$ cat src/rtl/rgbf_pkg.sv
// shared types and codes for the rgb565 rectangle fill and blend core
package rgbf_pkg;

   // coordinate math width: signed 16-bit position plus unsigned 16-bit size
   localparam int CW = 18;

   localparam logic [1:0] CMD_DRAW  = 2'd0;
   localparam logic [1:0] CMD_WRITE = 2'd1;
   localparam logic [1:0] CMD_READ  = 2'd2;

   localparam logic [1:0] STATUS_DONE    = 2'd0;
   localparam logic [1:0] STATUS_CLIPPED = 2'd1;
   localparam logic [1:0] STATUS_RANGE   = 2'd2;

   localparam logic [1:0] CSR_TARGET_WIDTH  = 2'd0;
   localparam logic [1:0] CSR_TARGET_HEIGHT = 2'd1;
   localparam logic [1:0] CSR_BYTE_SWAPPED  = 2'd2;

   localparam logic [8:0] TARGET_SIZE_RESET = 9'd256;
   localparam logic [7:0] ALPHA_OPAQUE      = 8'hFF;

   typedef enum logic [2:0] {
      ST_IDLE,
      ST_SETUP,
      ST_EVAL,
      ST_RUN,
      ST_DRAIN,
      ST_READ
   } state_type;

   typedef struct packed {
      logic       load;
      logic       setup;
      logic       step;
      logic       pix_write;
      logic       pix_read;
      logic       finish;
      logic       use_rdata;
      logic [1:0] status;
   } dp_ctrl_type;

   typedef struct packed {
      logic [1:0] cmd;
      logic       empty;
      logic       out_of_range;
      logic       last;
      logic       pipe_busy;
   } dp_stat_type;

endpackage

$ cat src/rtl/rgbf_ctrl.sv
// command sequencer for the rectangle fill and blend core
module rgbf_ctrl
   import rgbf_pkg::*;
(
   input  logic        clock,
   input  logic        reset,
   input  logic        start,
   input  dp_stat_type stat,
   output dp_ctrl_type ctl,
   output logic        busy
);

   state_type state_ff, state_in;

   always_ff @(posedge clock) begin
      if (reset) begin
         state_ff <= ST_IDLE;
      end else begin
         state_ff <= state_in;
      end
   end

   // next state
   always_comb begin
      state_in = state_ff;
      unique case (state_ff)
         ST_IDLE: begin
            if (start) state_in = ST_SETUP;
         end
         ST_SETUP: begin
            state_in = ST_EVAL;
         end
         ST_EVAL: begin
            unique case (stat.cmd)
               CMD_DRAW:  state_in = stat.empty ? ST_IDLE : ST_RUN;
               CMD_READ:  state_in = stat.out_of_range ? ST_IDLE : ST_READ;
               default:   state_in = ST_IDLE;
            endcase
         end
         ST_RUN: begin
            if (stat.last) state_in = ST_DRAIN;
         end
         ST_DRAIN: begin
            if (!stat.pipe_busy) state_in = ST_IDLE;
         end
         ST_READ: begin
            state_in = ST_IDLE;
         end
         default: begin
            state_in = ST_IDLE;
         end
      endcase
   end

   // outputs
   always_comb begin
      ctl  = '0;
      busy = (state_ff != ST_IDLE);
      unique case (state_ff)
         ST_IDLE: begin
            ctl.load = start;
         end
         ST_SETUP: begin
            ctl.setup = 1'b1;
         end
         ST_EVAL: begin
            unique case (stat.cmd)
               CMD_DRAW: begin
                  if (stat.empty) begin
                     ctl.finish = 1'b1;
                     ctl.status = STATUS_CLIPPED;
                  end
               end
               CMD_WRITE: begin
                  ctl.finish = 1'b1;
                  if (stat.out_of_range) begin
                     ctl.status = STATUS_RANGE;
                  end else begin
                     ctl.pix_write = 1'b1;
                     ctl.status    = STATUS_DONE;
                  end
               end
               CMD_READ: begin
                  if (stat.out_of_range) begin
                     ctl.finish = 1'b1;
                     ctl.status = STATUS_RANGE;
                  end else begin
                     ctl.pix_read = 1'b1;
                  end
               end
               default: begin
                  ctl.finish = 1'b1;
                  ctl.status = STATUS_DONE;
               end
            endcase
         end
         ST_RUN: begin
            ctl.step = 1'b1;
         end
         ST_DRAIN: begin
            if (!stat.pipe_busy) begin
               ctl.finish = 1'b1;
               ctl.status = STATUS_DONE;
            end
         end
         ST_READ: begin
            ctl.finish    = 1'b1;
            ctl.use_rdata = 1'b1;
            ctl.status    = STATUS_DONE;
         end
         default: begin
            ctl = '0;
         end
      endcase
   end

endmodule

$ cat config.mk
export PLATFORM = sky130hd
export DESIGN_NAME = rgbf_ctrl
export DESIGN_NICKNAME = d
export VERILOG_FILES = /design/src/rtl/rgbf_pkg.sv /design/src/rtl/rgbf_ctrl.sv
export SDC_FILE = /design/constraint.sdc
export NUM_CORES = 1
export LEC_CHECK = 0
export BUFFER_PORTS_ARGS = -buffer_cell sky130_fd_sc_hd__buf_2
export CAP_MARGIN = 15
export CORE_AREA = 8 8 45 47
export CTS_BUF_LIST = sky130_fd_sc_hd__clkbuf_8 sky130_fd_sc_hd__clkbuf_16
export CTS_CLUSTER_DIAMETER = 30
export CTS_CLUSTER_SIZE = 20
export DETAILED_ROUTE_END_ITERATION = 7
export DIE_AREA = 0 0 53 55
export PLACE_DENSITY_LB_ADDON = 0.12
export SYNTH_ARGS = -nofsm -noshare
export SYNTH_HDL_FRONTEND = slang
export SYNTH_SLANG_ARGS = --single-unit
$ cat constraint.sdc
create_clock -name clock -period 3.84 [get_ports clock]
set_clock_uncertainty 0.1 [all_clocks]
set_input_delay 0.768 -clock clock [delete_from_list [all_inputs] [get_ports clock]]
set_output_delay 0.768 -clock clock [all_outputs]
set_load 0.01 [all_outputs]
==> flow_summary_export.csv <==
group,metric,value,unit
routing,drc_errors,0,
die,ios,19,
global_routing,grt_max_degree,14,
placement,hpwl,855,µm
logic_synthesis,yosysSeqAreaShare,0.140,
routing,wirelength,1080,µm
clock_tree,clk_pin_slew,0.03,ns
global_routing,grt_pass1_wl,1780,µm
routing,via_count,443,
logic_synthesis,yosys.area.top_type,"ha_1",
timing,period_share,0.681,
timing,period_needed,2.62,ns
routing,dr.pass1.iters,4,
min_path,holdCritStartpoint,"state_ff[2]",
logic_synthesis,synth.most_common_cell,"ha_1",
clock_tree,cts_resized,0,
layout,fin_nets,86,
global_routing,grt_usage,0.0813,
logic_synthesis,synth_area,430,µm²
run_status,status,"completed",
die,rows,14,
layout,top_register,"state_ff",
setup_path,arrival,1.75,ns
routing,dr.first_iter.drc_count,9,
routing,met3_wirelength,88,µm
global_routing,grt.overflow.total,0,
logic_synthesis,synth_fp_nets,65,
logic_synthesis,yosys_warnings,0,
timing,setup_viol,0,
clock_tree,cts_tree,"done",
clock_tree,htree_levels,1,
setup_path,crit_slowest_cell,"ha_1",
logic_synthesis,synth.distinct_cells,31,
global_routing,grt_pass1_vias,431,
die,core_area,1380,µm²
timing,slew_viol_final,0,
routing,highest_layer,"met4",
layout,drive_gt1_frac,0.352,
logic_synthesis,synth_compound_area_frac,0.215,
logic_synthesis,synthSimpleGateAreaFrac,0.413,
placement,io_buffers,18,
routing,met1_length,501,µm
layout,area_delta_synth_final,30.8,%
job,cap_viol_max_count,0,
layout,fillers,156,
logic_synthesis,synth_xor_area_frac,0,
clock_tree,cts_buffer_depth,2,
timing,hold_viol_final,0,
layout,largest_register_ffs,3,
setup_path,crit_path_frequent_cell,"buf_2",
clock_tree,clk_latency,0.21,ns
setup_path,required,2.97,ns
logic_synthesis,netlist.area_leader.share,0.145,
logic_synthesis,yosys-top-cells-area,"ha_1, dfxtp_1, nor4b_4",
setup_path,crit_chain,"buf_2 -> inv_1 -> ha_1 -> nor2_1 -> a221oi_1 -> o21ai_0 -> buf_2",
setup_path,end_kind,"output port",
power,p_leak,0.000290,µW
routing,wl_per_cell,12.4,µm
layout,diodes,0,
setup_path,r2r_start,"state_ff[2]",
clock_tree,cts_root_buffer,"clkbuf_8",
logic_synthesis,syn_area_per_cell,8.44,µm²
timing,worst_pin_slew,0.461,ns
die,start_util,0.311,
clock_tree,clkSinkCount,3,
setup_path,cp_max_fo,6,
timing,slew_headroom,0.692,
die,fp.dieH,55,µm
setup_path,critPathTopFamily,"buffers and inverters",
routing,met2_length,474,µm
logic_synthesis,muxShareOfSynthArea,0,
setup_path,startpoint,"stat[4]",
clock_tree,post_cts_buffers,0,
routing,ant_nets,0,
logic_synthesis,synth-edff-count,0,
logic_synthesis,synth_top_cells_by_count,"ha_1, inv_1, nand2_1, nor2_1",
logic_synthesis,synthArstFlopShare,0,
timing,rsz0062_at_grt,"no",
logic_synthesis,synthCells,51,
layout,fin_util,0.407,
timing,tns,0,ns
logic_synthesis,yosys.area_share.adder,0.145,
setup_path,critical_path_class,"in -> out",
die,fp.dieArea,2920,µm²
placement,place_congestion,0.730,
setup_path,path_buf_inv,3,
logic_synthesis,synth_top_family_by_area,"simple AND/OR/NAND/NOR gates",
routing,drt-vias-per-instance,5.09,
clock_tree,ctsHoldBuffers,0,
logic_synthesis,ys_seq_elements,3,
power,power_density,376,nW/µm²
die,die_w,53,µm
layout,top_regs,"state_ff x3",
power,vdd_drop_max,0.0000929,V
setup_path,critPathLaunchType,"input port",
clock_tree,cts_buffers,3,
logic_synthesis,synthFlopType,"dfxtp_1",
timing,clock.fmax,0.382,GHz
min_path,hold_class,"reg -> reg",
global_routing,antenna_found_initial,0,
setup_path,slowest_delay,0.25,ns
-- area by class of cell --
| cell class | instances | area (µm²) | share of cell area |
|---|---|---|---|
| multi-input combinational | 42 | 333 | 0.591 |
| timing repair buffer | 18 | 90.1 | 0.160 |
| sequential | 3 | 60.1 | 0.107 |
| clock buffer | 3 | 41.3 | 0.0733 |
| tap | 16 | 20.0 | 0.0356 |
| inverter | 4 | 15.0 | 0.0267 |
| clock inverter | 1 | 3.75 | 0.00667 |
-- where the power goes --
group          switching, µW  internal, µW  total (µW)
clock                   19.9          68.0        87.8
sequential              13.9          36.3        50.3
combinational           36.5          37.4        73.9
-- worst reg2reg max path, stage by stage, from the launching register on --
cell      delay (ns)
dfxtp_1         0.59
or2b_1          0.29
and3_1          0.18
a311oi_1        0.24
-- cell usage in the layout, fill, tap and decap left out, types with 2 or more instances in the layout --
cell type | Yosys | layout
and2_1 | 2 | 2
inv_1 | 4 | 5
nor2_1 | 4 | 4
nand2_1 | 4 | 4
nand2b_1 | 3 | 3
buf_2 | 0 | 18
and2b_1 | 2 | 2
ha_1 | 5 | 5
clkbuf_8 | 0 | 3
dfxtp_1 | 3 | 3
-- per-layer routing --
layer,vias up,global-route usage
met5,-,0
met3,2,0.0214
met2,19,0.129
met4,0,0.0647
li1,222,-
met1,200,0.0908
-- cells by family after synthesis --
logic type | after synthesis
DFF | 3
adders and majority gates | 5
AOI/OAI and AO/OA | 11
and+or+nand+nor | 26
buffers and inverters | 6
-- worst paths after layout --
path	endpoint	slack [ns]	cells past startpoint
max	ctl[3]	1.22	7
min	state_ff[2]	0.64	2
min reg2reg	state_ff[2]	0.64	2
max reg2reg	state_ff[0]	2.34	3
-- per-stage QoR --
stage	power, µW	area (µm²)	cells	setup slack, ns	hold WS (ns)
after global placement	126	518	83	1.23	0.623
after floorplan	103	430	51	1.48	0.488
after CTS	215	563	87	1.21	0.643
after global routing	227	563	87	1.10	0.679
after detailed placement	126	518	83	1.21	0.632
final	212	563	87	1.22	0.644
Note: power is estimated with default switching activity, not from simulation.
